File: src/rtl/npf_pkg.sv
// Shared types and constants of the normalized polynomial fit unit.
// No dependencies; imported by the fit unit top level, npf_points and npf_muldiv.
`default_nettype none

package npf_pkg;

    // Sums of up to 32 unsigned 16-bit coordinates.
    localparam int SUM_W = 21;

    localparam logic signed [63:0] ONE_Q30 = 64'sh0000_0000_4000_0000;
    localparam logic signed [63:0] SAT_LIM = 64'sh4000_0000_0000_0000;
    localparam logic signed [63:0] ONE_Q14 = 64'sh0000_0000_0000_4000;
    localparam logic signed [63:0] IMM_ONE = 64'sh0000_0000_0000_0001;

    typedef struct packed {
        logic               start;
        logic signed [63:0] a;
        logic signed [63:0] b;
        logic signed [63:0] d;
    } t_md_req;

    typedef struct packed {
        logic               done;
        logic signed [63:0] q;
    } t_md_rsp;

    typedef struct packed {
        logic [SUM_W-1:0] sx;
        logic [SUM_W-1:0] sy;
        logic [15:0]      xmin;
        logic [15:0]      xmax;
    } t_pt_stats;

endpackage

`default_nettype wire

File: src/rtl/npf_muldiv.sv
// Shared multiply-divide unit: round(a*b/d), halves away from zero, saturated.
// Uses npf_pkg for the request and response types.
`default_nettype none

module npf_muldiv
    import npf_pkg::*;
(
    input  wire logic    i_clk,
    input  wire logic    i_rst_n,
    input  wire t_md_req i_req,
    output t_md_rsp      o_rsp
);

    typedef enum logic [4:0] {
        MD_IDLE = 5'b00001,
        MD_MUL  = 5'b00010,
        MD_DIV  = 5'b00100,
        MD_RND  = 5'b01000,
        MD_DONE = 5'b10000
    } t_md_state;

    t_md_state          r_st;
    logic [6:0]         r_cnt;
    logic [63:0]        r_ua, r_ub, r_ud;
    logic               r_neg, r_dz, r_ovf;
    logic [127:0]       r_prod;
    logic [63:0]        r_rem, r_q;
    logic signed [63:0] r_res;

    logic [31:0]  half_a, half_b;
    logic [63:0]  pp;
    logic [1:0]   sh;
    logic [127:0] pp_sh;
    logic [64:0]  rem2;
    logic         ge;
    logic         up;
    logic [64:0]  qs;
    logic         sat;
    logic [63:0]  magn;

    assign half_a = r_cnt[1] ? r_ua[63:32] : r_ua[31:0];
    assign half_b = r_cnt[0] ? r_ub[63:32] : r_ub[31:0];
    assign pp     = {32'd0, half_a} * {32'd0, half_b};
    assign sh     = {1'b0, r_cnt[1]} + {1'b0, r_cnt[0]};
    assign pp_sh  = {64'd0, pp} << {sh, 5'd0};

    // One restoring step of the 128 by 64 bit division.
    assign rem2 = {r_rem, r_prod[127]};
    assign ge   = rem2 >= {1'b0, r_ud};

    assign up   = r_rem >= (r_ud - r_rem);
    assign qs   = {1'b0, r_q} + {64'd0, up};
    assign sat  = r_ovf || qs[64] || (qs[63:0] > SAT_LIM);
    assign magn = sat ? SAT_LIM : qs[63:0];

    always_ff @(posedge i_clk) begin
        if (!i_rst_n) begin
            r_st  <= MD_IDLE;
            r_cnt <= '0;
        end else begin
            unique case (r_st)
                MD_IDLE: begin
                    if (i_req.start) begin
                        r_ua   <= i_req.a < 0 ? 64'(-i_req.a) : 64'(i_req.a);
                        r_ub   <= i_req.b < 0 ? 64'(-i_req.b) : 64'(i_req.b);
                        r_ud   <= i_req.d;
                        r_neg  <= (i_req.a < 0) != (i_req.b < 0);
                        r_dz   <= i_req.d <= 0;
                        r_prod <= '0;
                        r_rem  <= '0;
                        r_q    <= '0;
                        r_ovf  <= 1'b0;
                        r_cnt  <= '0;
                        r_st   <= MD_MUL;
                    end
                end
                MD_MUL: begin
                    r_prod <= r_prod + pp_sh;
                    if (r_cnt[1:0] == 2'd3) begin
                        r_cnt <= '0;
                        r_st  <= MD_DIV;
                    end else begin
                        r_cnt <= r_cnt + 7'd1;
                    end
                end
                MD_DIV: begin
                    r_rem  <= ge ? 64'(rem2 - {1'b0, r_ud}) : rem2[63:0];
                    r_q    <= {r_q[62:0], ge};
                    r_ovf  <= r_ovf | r_q[63];
                    r_prod <= {r_prod[126:0], 1'b0};
                    if (r_cnt == 7'd127) begin
                        r_st <= MD_RND;
                    end else begin
                        r_cnt <= r_cnt + 7'd1;
                    end
                end
                MD_RND: begin
                    if (r_dz) begin
                        r_res <= '0;
                    end else begin
                        r_res <= r_neg ? -$signed(magn) : $signed(magn);
                    end
                    r_st <= MD_DONE;
                end
                MD_DONE: begin
                    r_st <= MD_IDLE;
                end
                default: begin
                    r_st <= MD_IDLE;
                end
            endcase
        end
    end

    assign o_rsp.done = (r_st == MD_DONE);
    assign o_rsp.q    = r_res;

endmodule

`default_nettype wire

File: config.mk
export PLATFORM = sky130hd
export DESIGN_NAME = npf_muldiv
export DESIGN_NICKNAME = d
export VERILOG_FILES = /design/src/rtl/npf_pkg.sv /design/src/rtl/npf_muldiv.sv
export SDC_FILE = /design/constraint.sdc
export NUM_CORES = 2
export LEC_CHECK = 0
export BUFFER_PORTS_ARGS = -buffer_cell sky130_fd_sc_hd__buf_2
export CAP_MARGIN = 20
export CORE_MARGIN = 2
export CORE_UTILIZATION = 40
export CTS_CLUSTER_DIAMETER = 50
export CTS_CLUSTER_SIZE = 25
export DETAILED_ROUTE_END_ITERATION = 10
export GPL_TIMING_DRIVEN = 1
export PLACE_DENSITY = 0.51
export SKIP_LAST_GASP = 1
export SYNTH_ARGS = -nofsm -noshare
export SYNTH_HDL_FRONTEND = slang
export SYNTH_SLANG_ARGS = --single-unit
File: constraint.sdc
create_clock -name i_clk -period 30.6 [get_ports i_clk]
set_clock_uncertainty 0.15 [all_clocks]
set_input_delay 1.53 -clock i_clk [delete_from_list [all_inputs] [get_ports i_clk]]
set_output_delay 1.53 -clock i_clk [all_outputs]
set_load 0.005 [all_outputs]
==> flow_summary.ini <==
[placement]
dp.final_hpwl_um = 197000
io_buffers = 259
gp_congestion = 0.982

[clocking]
cts_buffers = 91
number_of_clock_sinks = 527
cts_root_buf = sky130_fd_sc_hd__clkbuf_16
postCtsResizedCells = 0
clk-insertion-delay-late_ns = 0.78
clk_path_buf_depth = 3
clkTransAtPathRegs_ns = 0.05
tritoncts = built
cts_setup_buffers = 0
htree_levels = 3
cts_hold_buffers = 0

[synth]
synth_area_leaders = sky130_fd_sc_hd__fa_1 24%, sky130_fd_sc_hd__edfxtp_1 21%, sky130_fd_sc_hd__ha_1 9.8%
synth_nets = 10178
synthesis.area_um2 = 75200
synth.avg_cell_area_um2 = 8.85
share_of_synthesized_registers_carrying_an_async_set_or_reset_pct = 0
synth-warning-count = 0
synth-edff-count = 515
seq_area_frac_synth_pct = 20.9
synth_most_common_cell = sky130_fd_sc_hd__inv_1
synthTopCellsByCount = 1096 x sky130_fd_sc_hd__inv_1, 1043 x sky130_fd_sc_hd__nor2_1, 899 x sky130_fd_sc_hd__fa_1
synth_area_leader = sky130_fd_sc_hd__fa_1
yosysUniqueCellTypes = 85
synth_ff_type = sky130_fd_sc_hd__edfxtp_1
yosys_register_bits = 527
synth_cells = 8496
yosysTopAreaCellShare_pct = 23.9

[cells_and_area]
n_fill_cell = 18557
syn_to_final_growth_pct = 10.0
nNetsFinal = 10258
drive_above_1_share_pct = 8.24

[die]
dieWidth_um = 438
rows = 159
die_h_um = 438
ios = 260
start_util_pct = 40.2
floorplan.die_area_um2 = 191000
design.core.area_um2 = 187000

[setup_path]
critical_path.max_stage_delay_ns = 0.96
buffers_and_inverters_on_the_worst_path = 5
timing.setup.critical_path_class = reg2reg
cp_max_fo = 35
worst_path_most_repeated_cell = sky130_fd_sc_hd__fa_1
cpMaxStageDelayCell = sky130_fd_sc_hd__mux2i_4
critPathRequiredTime_ns = 30.88
cp_top_family = compound AO/OA/AOI/OAI gates
timing.critical_path.to_type = flip-flop
critPathLaunchType = flip-flop
worst_ep_arrival_time_ns = 16.28

[drt]
first_pass_iters = 6
first_iter_violations = 4851
detailroute.via_count = 61972
route.detailed.wl_per_inst_um = 22.7
route.antenna.remaining_nets = 0
drc = 0
via_per_inst = 5.56
wl_um = 253000

[grt]
gr-usage-all-layers_pct = 26.3
largest_net_degree_at_the_start_of_global_routing = 196
global_route_overflow = 0
initial_antenna_violation_count = 6
wire_length_of_the_first_global_routing_pass_um = 385000
number_of_global_route_vias_before_repair = 62440

[flow_run]
max-cap-violations = 0

[sta]
report.final.hold_viol_count = 0
final_max_slew_viol_count = 0
tightest_slew_ns = 1.14
setup_repair_after_global_routing_missed_its_margin = no
setup-tns-final_ns = 0
period_needed_ns = 16.00
achievable-frequency_mhz = 62.5
report.final.setup_viol = 0
slew_headroom_pct = 23.9
min_period_over_period_pct = 52.3

[worst_hold_path]
timing.hold.worst.class = reg2reg

[run_status]
status = finished, final reports clean
## layout by cell type (no fill, tap or decap), types with 158 or more instances in the layout
master                     count
sky130_fd_sc_hd__fa_1        899
sky130_fd_sc_hd__inv_1      1096
sky130_fd_sc_hd__o21ai_0     433
sky130_fd_sc_hd__buf_2       259
sky130_fd_sc_hd__xor2_1      158
sky130_fd_sc_hd__xnor2_1     378
sky130_fd_sc_hd__ha_1        588
sky130_fd_sc_hd__a21o_1      190
sky130_fd_sc_hd__edfxtp_1    515
sky130_fd_sc_hd__nor2_1     1042
sky130_fd_sc_hd__nand2_1     893
sky130_fd_sc_hd__a21oi_1     401
## layout make-up
| class | instances | area, um^2 | share of cell area (%) |
|---|---|---|---|
| Clock buffer | 98 | 2300 | 2.79 |
| Tap cell | 2495 | 3120 | 3.77 |
| Antenna cell | 2 | 5.00 | 0.00605 |
| Clock inverter | 72 | 1070 | 1.29 |
| Inverter | 1096 | 4110 | 4.97 |
| Timing Repair Buffer | 369 | 2140 | 2.59 |
| Multi-Input combinational cell | 6491 | 54200 | 65.6 |
| Sequential cell | 527 | 15700 | 19.0 |
## worst register-to-register path: cells and delay by family, from the launching register on
family / cells / cell delay [ns]
AO/OA/AOI/OAI: 18 / 6.13
adder cells (fa/ha/maj): 10 / 4.49
AND/OR/NAND/NOR: 6 / 1.58
multiplexers: 2 / 1.17
buffers and inverters: 5 / 1.00
flip-flops: 1 / 0.70
XOR/XNOR: 2 / 0.49
## sequential cells by signal, summed over array words and instances (netlist names)
register	count
r_prod	128
r_ub	64
r_st	5
r_ud	64
r_q	64
r_res	64
r_ovf	1
r_ua	64
r_dz	1
r_cnt	7
r_neg	1
r_rem	64
## metrics by stage
stage	setup slack (ns)	instance area [um^2]	utilization, %	hold slack, ns	std cells
finish	14.60	82700	44.2	0.327	11150
global route	13.63	82700	44.2	0.365	11149
CTS	14.78	82700	44.2	0.329	11147
detailed placement	14.86	79300	42.4	0.317	10977
global placement	15.08	79300	42.4	0.302	10975
floorplan	17.53	75200	-	0.290	8496
## kinds of logic after synthesis
kind of cell | Yosys count | share of synthesized area (%)
flip-flops | 527 | 20.9
buffers and inverters | 1478 | 7.40
XOR/XNOR | 536 | 6.25
AND/OR/NAND/NOR | 2741 | 16.3
AO/OA/AOI/OAI | 1535 | 12.7
adder cells (fa/ha/maj) | 1487 | 33.7
multiplexers | 192 | 2.67
## metal layers
metal	GRT usage (%)	up-vias	part of all wire, %
li1	-	28607	-
met5	0	-	0
met2	42.0	2088	45
met1	35.6	30890	43
met3	4.36	387	6.7
met4	10.5	0	4.4
## final timing paths
check	from	to	slack (ns)	depth (start not counted)
hold reg to reg	r_cnt[6]	r_cnt[6]	0.33	2
hold / removal	r_cnt[6]	r_cnt[6]	0.33	2
setup / recovery	r_cnt[1]	r_prod[123]	14.60	43
setup reg to reg	r_cnt[1]	r_prod[123]	14.60	43
Power is left out: the tool's default activity adds up to more than one toggle a clock period on the data nets, which glitch-free logic cannot reach.
