==> config.mk <==
export PLATFORM = sky130hd
export DESIGN_NAME = npf_points
export DESIGN_NICKNAME = d
export VERILOG_FILES = /design/src/rtl/npf_pkg.sv /design/src/rtl/npf_points.sv
export SDC_FILE = /design/constraint.sdc
export NUM_CORES = 1
export LEC_CHECK = 0
export BUFFER_PORTS_ARGS = -buffer_cell sky130_fd_sc_hd__buf_2
export CAP_MARGIN = 25
export CORE_UTILIZATION = 45
export CTS_CLUSTER_SIZE = 10
export DETAILED_ROUTE_END_ITERATION = 16
export GPL_TIMING_DRIVEN = 0
export SETUP_SLACK_MARGIN = 0.15
export SYNTH_ARGS = -nofsm -noshare
export SYNTH_HDL_FRONTEND = slang
export SYNTH_SLANG_ARGS = --single-unit
==> constraint.sdc <==
create_clock -name i_clk -period 7.2 [get_ports i_clk]
set_input_delay 2.16 -clock i_clk [delete_from_list [all_inputs] [get_ports i_clk]]
set_output_delay 2.16 -clock i_clk [all_outputs]
set_load 0.02 [all_outputs]
==> src/rtl/npf_pkg.sv <==
// Shared types and constants of the normalized polynomial fit unit.
// No dependencies; imported by the fit unit top level, npf_points and npf_muldiv.
`default_nettype none

package npf_pkg;

    // Sums of up to 32 unsigned 16-bit coordinates.
    localparam int SUM_W = 21;

    localparam logic signed [63:0] ONE_Q30 = 64'sh0000_0000_4000_0000;
    localparam logic signed [63:0] SAT_LIM = 64'sh4000_0000_0000_0000;
    localparam logic signed [63:0] ONE_Q14 = 64'sh0000_0000_0000_4000;
    localparam logic signed [63:0] IMM_ONE = 64'sh0000_0000_0000_0001;

    typedef struct packed {
        logic               start;
        logic signed [63:0] a;
        logic signed [63:0] b;
        logic signed [63:0] d;
    } t_md_req;

    typedef struct packed {
        logic               done;
        logic signed [63:0] q;
    } t_md_rsp;

    typedef struct packed {
        logic [SUM_W-1:0] sx;
        logic [SUM_W-1:0] sy;
        logic [15:0]      xmin;
        logic [15:0]      xmax;
    } t_pt_stats;

endpackage

`default_nettype wire

==> src/rtl/npf_points.sv <==
// Point store of the fit unit: x and y memories, count and running statistics.
// Uses npf_pkg for the statistics struct.
`default_nettype none

module npf_points
    import npf_pkg::*;
#(
    parameter int MAX_POINTS = 8
) (
    input  wire logic                              i_clk,
    input  wire logic                              i_rst_n,
    input  wire logic                              i_push,
    input  wire logic [15:0]                       i_x,
    input  wire logic [15:0]                       i_y,
    input  wire logic                              i_clr,
    input  wire logic [$clog2(MAX_POINTS)-1:0]     i_raddr,
    output logic [15:0]                            o_rx,
    output logic [15:0]                            o_ry,
    output logic [$clog2(MAX_POINTS+1)-1:0]        o_count,
    output t_pt_stats                              o_stats
);

    localparam int PA  = $clog2(MAX_POINTS);
    localparam int PCW = $clog2(MAX_POINTS + 1);

    logic [15:0]    r_mem_x [MAX_POINTS];
    logic [15:0]    r_mem_y [MAX_POINTS];
    logic [PCW-1:0] r_count;
    t_pt_stats      r_stats;
    logic           wr;

    // Points beyond the capacity are dropped.
    assign wr = i_push && (r_count != PCW'(MAX_POINTS));

    always_ff @(posedge i_clk) begin
        if (wr) begin
            r_mem_x[r_count[PA-1:0]] <= i_x;
            r_mem_y[r_count[PA-1:0]] <= i_y;
        end
        o_rx <= r_mem_x[i_raddr];
        o_ry <= r_mem_y[i_raddr];
    end

    always_ff @(posedge i_clk) begin
        if (!i_rst_n || i_clr) begin
            r_count <= '0;
            r_stats <= '0;
        end else if (wr) begin
            r_count    <= r_count + 1'b1;
            r_stats.sx <= r_stats.sx + SUM_W'(i_x);
            r_stats.sy <= r_stats.sy + SUM_W'(i_y);
            if (r_count == '0 || i_x < r_stats.xmin) begin
                r_stats.xmin <= i_x;
            end
            if (r_count == '0 || i_x > r_stats.xmax) begin
                r_stats.xmax <= i_x;
            end
        end
    end

    assign o_count = r_count;
    assign o_stats = r_stats;

endmodule

`default_nettype wire

==> results of run 1 <==
## cell type report
type	count	share of cell area [%]
well taps	455	3.06
repair buffers	166	5.38
clock inverters	5	0.310
clock buffers	74	6.58
multi-input cells	620	29.5
plain buffers	44	1.16
flip-flops and latches	366	53.2
inverters	39	0.788
## registers in the layout, indices dropped and copies added (netlist names)
register,count
o_count,4
r_mem_y,128
o_rx,16
r_mem_x,128
o_stats,74
o_ry,16
## worst register-to-register path, cell delays in order (launching register included)
cell	delay (ns)
dfxtp_1	0.51
inv_1	0.11
ha_1	0.22
nand3b_1	0.10
nand2_1	0.16
buf_2	0.24
buf_2	0.24
buf_2	0.26
nor4_2	0.74
buf_4	0.32
buf_4	0.20
## how the worst max path moves through the flow
stage,from,to,cells after the start
floorplan,i_push,r_mem_x[0][0]$_DFFE_PP_,5
global placement,i_push,r_mem_x[0][0]$_DFFE_PP_,6
detailed placement,i_push,r_mem_x[0][3]$_DFFE_PP_,8
CTS,i_push,r_mem_x[0][4]$_DFFE_PP_,8
global route,i_push,r_mem_x[0][6]$_DFFE_PP_,8
finish,i_push,r_mem_x[0][7]$_DFFE_PP_,8
## cells in the final DEF (no fill, tap or decap), types with 7 or more instances in the layout
cell type,count
dfxtp_1,110
and3_1,12
xnor2_1,10
nand2_1,111
a21o_1,21
mux2i_1,38
a21oi_1,57
nor3_1,9
nand3_1,25
nor2_1,27
clkbuf_1,51
o21ai_0,17
ha_1,65
clkbuf_16,43
buf_2,161
a211oi_1,7
buf_6,15
inv_1,39
nand4_1,10
mux4_2,64
nand2b_1,7
edfxtp_1,256
mux2_2,32
o211ai_1,10
## power breakdown
part	internal, mW	switching, mW	total (mW)
clock	1.16	0.833	1.99
combinational	0.163	0.262	0.425
sequential	2.30	0.0240	2.33
## layer usage
metal,GRT usage [%],up-vias,share of wire (%)
met1,30.3,4794,45
met4,5.89,0,2.1
met2,35.3,245,47
li1,-,4540,-
met5,0,-,0
met3,3.78,52,5.7
## cell families (layout without fill, tap and decap cells)
| kind of cell | Yosys count | count (layout) | synth area share (%) |
|---|---|---|---|
| muxes | 134 | 134 | 13.9 |
| and+or+nand+nor | 239 | 239 | 7.18 |
| adders and majority gates | 67 | 67 | 5.44 |
| xor gates and xnor gates | 13 | 13 | 0.726 |
| buffers and inverters | 83 | 328 | 2.31 |
| DFF | 366 | 366 | 63.0 |
| AOI/OAI and AO/OA | 167 | 167 | 7.41 |
## stage by stage
stage	hold slack [ns]	area, um^2
finish	0.467	18600
detailed placement	0.459	17300
global placement	0.458	17000
CTS	0.469	18600
global route	0.486	18600
floorplan	0.538	15700
==> impl_metrics.csv, run 1 <==
group,metric,value,unit
clock_network,post_cts_resize_count,0,
yosys,synth_common_cells,"256 x edfxtp_1, 111 x nand2_1, 110 x dfxtp_1",
placement,io_buffers,145,
final_layout,utilization,53.9,%
critical_path,critPathLaunchType,"primary input",
critical_path,crit_required,7.45,ns
critical_path,crit_family,"buffers and inverters",
clock_network,cts_max_path_buffers,3,
global_route,grt_max_degree,19,
yosys,synth_area,15700,um^2
global_route,grt_pass1_wl,58200,um
final_layout,multiInputGateArea,5490,um^2
hold_path,hp-start,"o_stats[37]$_SDFFE_PP0P_",
placement,placedCellCount,1690,
drt,num_vias,9631,
floorplan,dieHeight,189,um
final_layout,syn_to_final_growth,18.5,%
drt,wirelength,37900,um
sta,rsz0062_at_grt,"no",
sta,slew_headroom,36.7,%
sta,setup_viol,0,
final_layout,diodes,0,
critical_path,slowest_stage,"nor4_2",
global_route,antenna_found_initial,0,
placement,hpwlAfterDp,26100,um
floorplan,core,34500,um^2
drt,wl_per_cell,21.4,um
sta,clock_skew,0.0117,ns
status,status,"finished, final reports clean",
placement,gp_congestion,0.876,
yosys,synthFlopType,"edfxtp_1",
yosys,synth_top_area_share,49.0,%
power,power,4.74,mW
clock_network,cts_tree,"yes",
floorplan,io_pins,149,
clock_network,insertion_delay,0.55,ns
floorplan,die_w,189,um
critical_path,regToRegEndpoint,"r_mem_x[0][7]$_DFFE_PP_",
sta,hold_viol_final,0,
clock_network,clock-root-buffer,"clkbuf_16",
yosys,avgSynthCellArea,14.7,um^2
sta,tightest_slew,0.942,ns
sta,setup_ws,3.02,ns
critical_path,arrival,4.42,ns
critical_path,setup.worst_path.end_class,"register",
hold_path,whs_path_depth,2,
global_route,grt_pass1_vias,9607,
critical_path,r2r_cells,10,
critical_path,path_buf_inv,6,
final_layout,nFillCells,2902,
final_layout,fin_cells,1769,
hold_path,hold_path_class,"reg -> reg",
clock_network,clk_pin_slew,0.06,ns
yosys,ys_seq_area_share,63.0,%
drt,dr.pass1.iters,7,
yosys,syn_nets,1175,
yosys,yosys_warnings,0,
final_layout,register_area,9890,um^2
yosys,ys_top_cells_by_area,"edfxtp_1 49%, dfxtp_1 14%, mux4_2 9.2%, ha_1 5.2%, nand2_1 2.7%",
clock_network,cts_sinks,366,
yosys,async_flop_share,0,%
yosys,synth-edff-count,256,
drt,vias_per_cell,5.44,
global_route,grt-ovfl-total,0,
drt,drc,0,
clock_network,hold_buffers,0,
clock_network,h-tree-depth,2,
floorplan,rows,68,
critical_path,worst-r2r-setup-slack,3.82,ns
clock_network,post_cts_buffers,0,
final_layout,nNetsFinal,1386,
sta,timing.final.crit_period,4.18,ns
placement,dp_slack,2.45,ns
critical_path,crit_top_cell,"buf_2",
sta,fin_tns_setup,0,ns
critical_path,r2r_start,"o_count[0]$_SDFFE_PP0P_",
critical_path,worstPathCellList,"buf_2, nand2_1, buf_2, buf_2, buf_2, nor4_2, buf_4, buf_4",
sta,slew_viol_final,0,
critical_path,critPathKind,"in -> reg",
yosys,yosysMostFrequentCell,"edfxtp_1",
critical_path,cp_slowest_stage_delay,0.73,ns
critical_path,critPathMaxFanout,10,
floorplan,die_area,35600,um^2
power,vdd_drop_max,151,uV
floorplan,initial_core_util,45.5,%
hold_path,hold_path_end,"o_stats[37]$_SDFFE_PP0P_",
power,p_per_area,255,nW/um^2
drt,ant_nets,0,
run,max-cap-violations,0,
global_route,groute.usage.overall,21.8,%
clock_network,numCtsBuffers,43,
yosys,synth_cell_types,70,
final_layout,drive_gt1_share,27.0,%
power,leakage,6.98,nW
yosys,synth_seq_cells,366,
sta,fmax,239,MHz
sta,fin_crit_sh,58.0,%
yosys,yosysTopAreaCell,"edfxtp_1",
drt,drtIter0Drc,713,
yosys,syn_inst,1069,
Power figures use the tool's default switching activity.
==> inputs of run 2 (changes only) <==
Clock period 7.2 ns to 4.2 ns, I/O delays scaled along.
==> run 2 against run 1 <==
Critical path depth rose by 2. Die area did not move. Worst hold slack improved by 0.00058 ns. Register-to-register slack got worse by 3.1 ns. Global-route usage fell by 0.26 points. Final area fell by 0.18%. Sequential power rose by 71%. Critical path type is now reg -> reg. Largest cell class unchanged. Highest routed layer unchanged.
==> impl_metrics.csv, run 2 (synthesis gave the netlist of run 1 again) <==
group,metric,value,unit
clock_network,cts_max_path_buffers,3,
hold_path,hold_path_class,"reg -> reg",
run,max-cap-violations,0,
final_layout,fin_cells,1765,
global_route,grt-ovfl-total,0,
floorplan,die_w,189,um
floorplan,rows,68,
final_layout,syn_to_final_growth,18.3,%
final_layout,utilization,53.9,%
sta,fmax,290,MHz
final_layout,nNetsFinal,1385,
clock_network,clk_pin_slew,0.06,ns
sta,setup_viol,0,
drt,wirelength,37900,um
sta,fin_crit_sh,82.1,%
power,leakage,6.96,nW
final_layout,diodes,0,
drt,num_vias,9649,
critical_path,critPathKind,"reg -> reg",
power,vdd_drop_max,251,uV
status,status,"finished, final reports clean",
drt,dr.pass1.iters,4,
placement,gp_congestion,0.886,
final_layout,nFillCells,2855,
drt,drtIter0Drc,620,
floorplan,dieHeight,189,um
power,p_per_area,435,nW/um^2
sta,rsz0062_at_grt,"no",
clock_network,numCtsBuffers,43,
critical_path,arrival,3.68,ns
clock_network,h-tree-depth,2,
placement,dp_slack,0.353,ns
floorplan,core,34500,um^2
sta,fin_tns_setup,0,ns
placement,placedCellCount,1689,
final_layout,layout_commonest_cell,"edfxtp_1",
critical_path,setup.worst_path.end_class,"register",
global_route,grt_pass1_wl,57500,um
final_layout,drive_gt1_share,26.9,%
sta,clock_skew,0.0208,ns
clock_network,hold_buffers,0,
critical_path,critPathLaunchType,"register",
clock_network,post_cts_buffers,0,
clock_network,insertion_delay,0.54,ns
final_layout,register_area,9890,um^2
sta,setup_ws,0.752,ns
sta,hold_viol_final,0,
clock_network,post_cts_resize_count,0,
global_route,grt_max_degree,26,
sta,slew_viol_final,0,
clock_network,clock-root-buffer,"clkbuf_16",
placement,io_buffers,145,
power,power,8.08,mW
sta,timing.final.crit_period,3.45,ns
drt,wl_per_cell,21.5,um
sta,tightest_slew,0.965,ns
critical_path,crit_required,4.43,ns
drt,ant_nets,0,
sta,slew_headroom,35.3,%
clock_network,cts_sinks,366,
global_route,groute.usage.overall,21.5,%
floorplan,initial_core_util,45.5,%
final_layout,multiInputGateArea,5500,um^2
drt,vias_per_cell,5.47,
global_route,grt_pass1_vias,9636,
floorplan,die_area,35600,um^2
final_layout,final_cell_mix,"256 x edfxtp_1, 161 x buf_2, 111 x nand2_1, 110 x dfxtp_1, 65 x ha_1",
floorplan,io_pins,149,
clock_network,cts_tree,"yes",
placement,hpwlAfterDp,26200,um
drt,drc,0,
critical_path,critPathMaxFanout,10,
global_route,antenna_found_initial,0,
## run 2: area by class of cell
class	count	share of cell area, %
inverters	39	0.789
multi-input cells	620	29.6
clock buffers	70	6.40
flip-flops and latches	366	53.3
repair buffers	165	5.31
plain buffers	44	1.17
clock inverters	6	0.357
well taps	455	3.07
## run 2: stage by stage
step	cell area, um^2	hold WS (ns)
2_1_floorplan	15700	0.538
3_3_place_gp	17000	0.455
3_5_place_dp	17300	0.463
4_1_cts	18600	0.470
5_1_grt	18600	0.495
6_report	18600	0.468
## run 2: worst paths after layout
path                            slack, ns                        to                      from  depth (start not counted)
worst max-delay path                 0.75   r_mem_x[3][5]$_DFFE_PP_   o_count[0]$_SDFFE_PP0P_                         10
worst min register to register       0.47  o_stats[37]$_SDFFE_PP0P_  o_stats[37]$_SDFFE_PP0P_                          2
worst min-delay path                 0.47  o_stats[37]$_SDFFE_PP0P_  o_stats[37]$_SDFFE_PP0P_                          2
worst max register to register       0.75   r_mem_x[3][5]$_DFFE_PP_   o_count[0]$_SDFFE_PP0P_                         10
## run 2: power by group
| group | switching, mW | internal, mW |
|---|---|---|
| clock | 1.42 | 1.94 |
| combinational | 0.450 | 0.279 |
| sequential | 0.0404 | 3.95 |
## run 2: metal layers
metal	vias to the layer above	global-route usage, %	wire length (um)	share of wire (%)
met4	0	5.74	704	1.9
li1	4539	-	-	-
met5	-	0	0	0
met1	4809	29.5	17300	46
met3	47	3.93	1890	5.0
met2	254	35.2	18000	47
## run 2: worst max-delay path, cell delays in order (launching register included)
cell and delay [ns]:
dfxtp_1 0.54, inv_1 0.11, ha_1 0.24, nand3b_1 0.11
nand2_1 0.17, buf_2 0.26, buf_2 0.24, buf_2 0.27
nor3_2 0.76, buf_8 0.24, buf_6 0.17
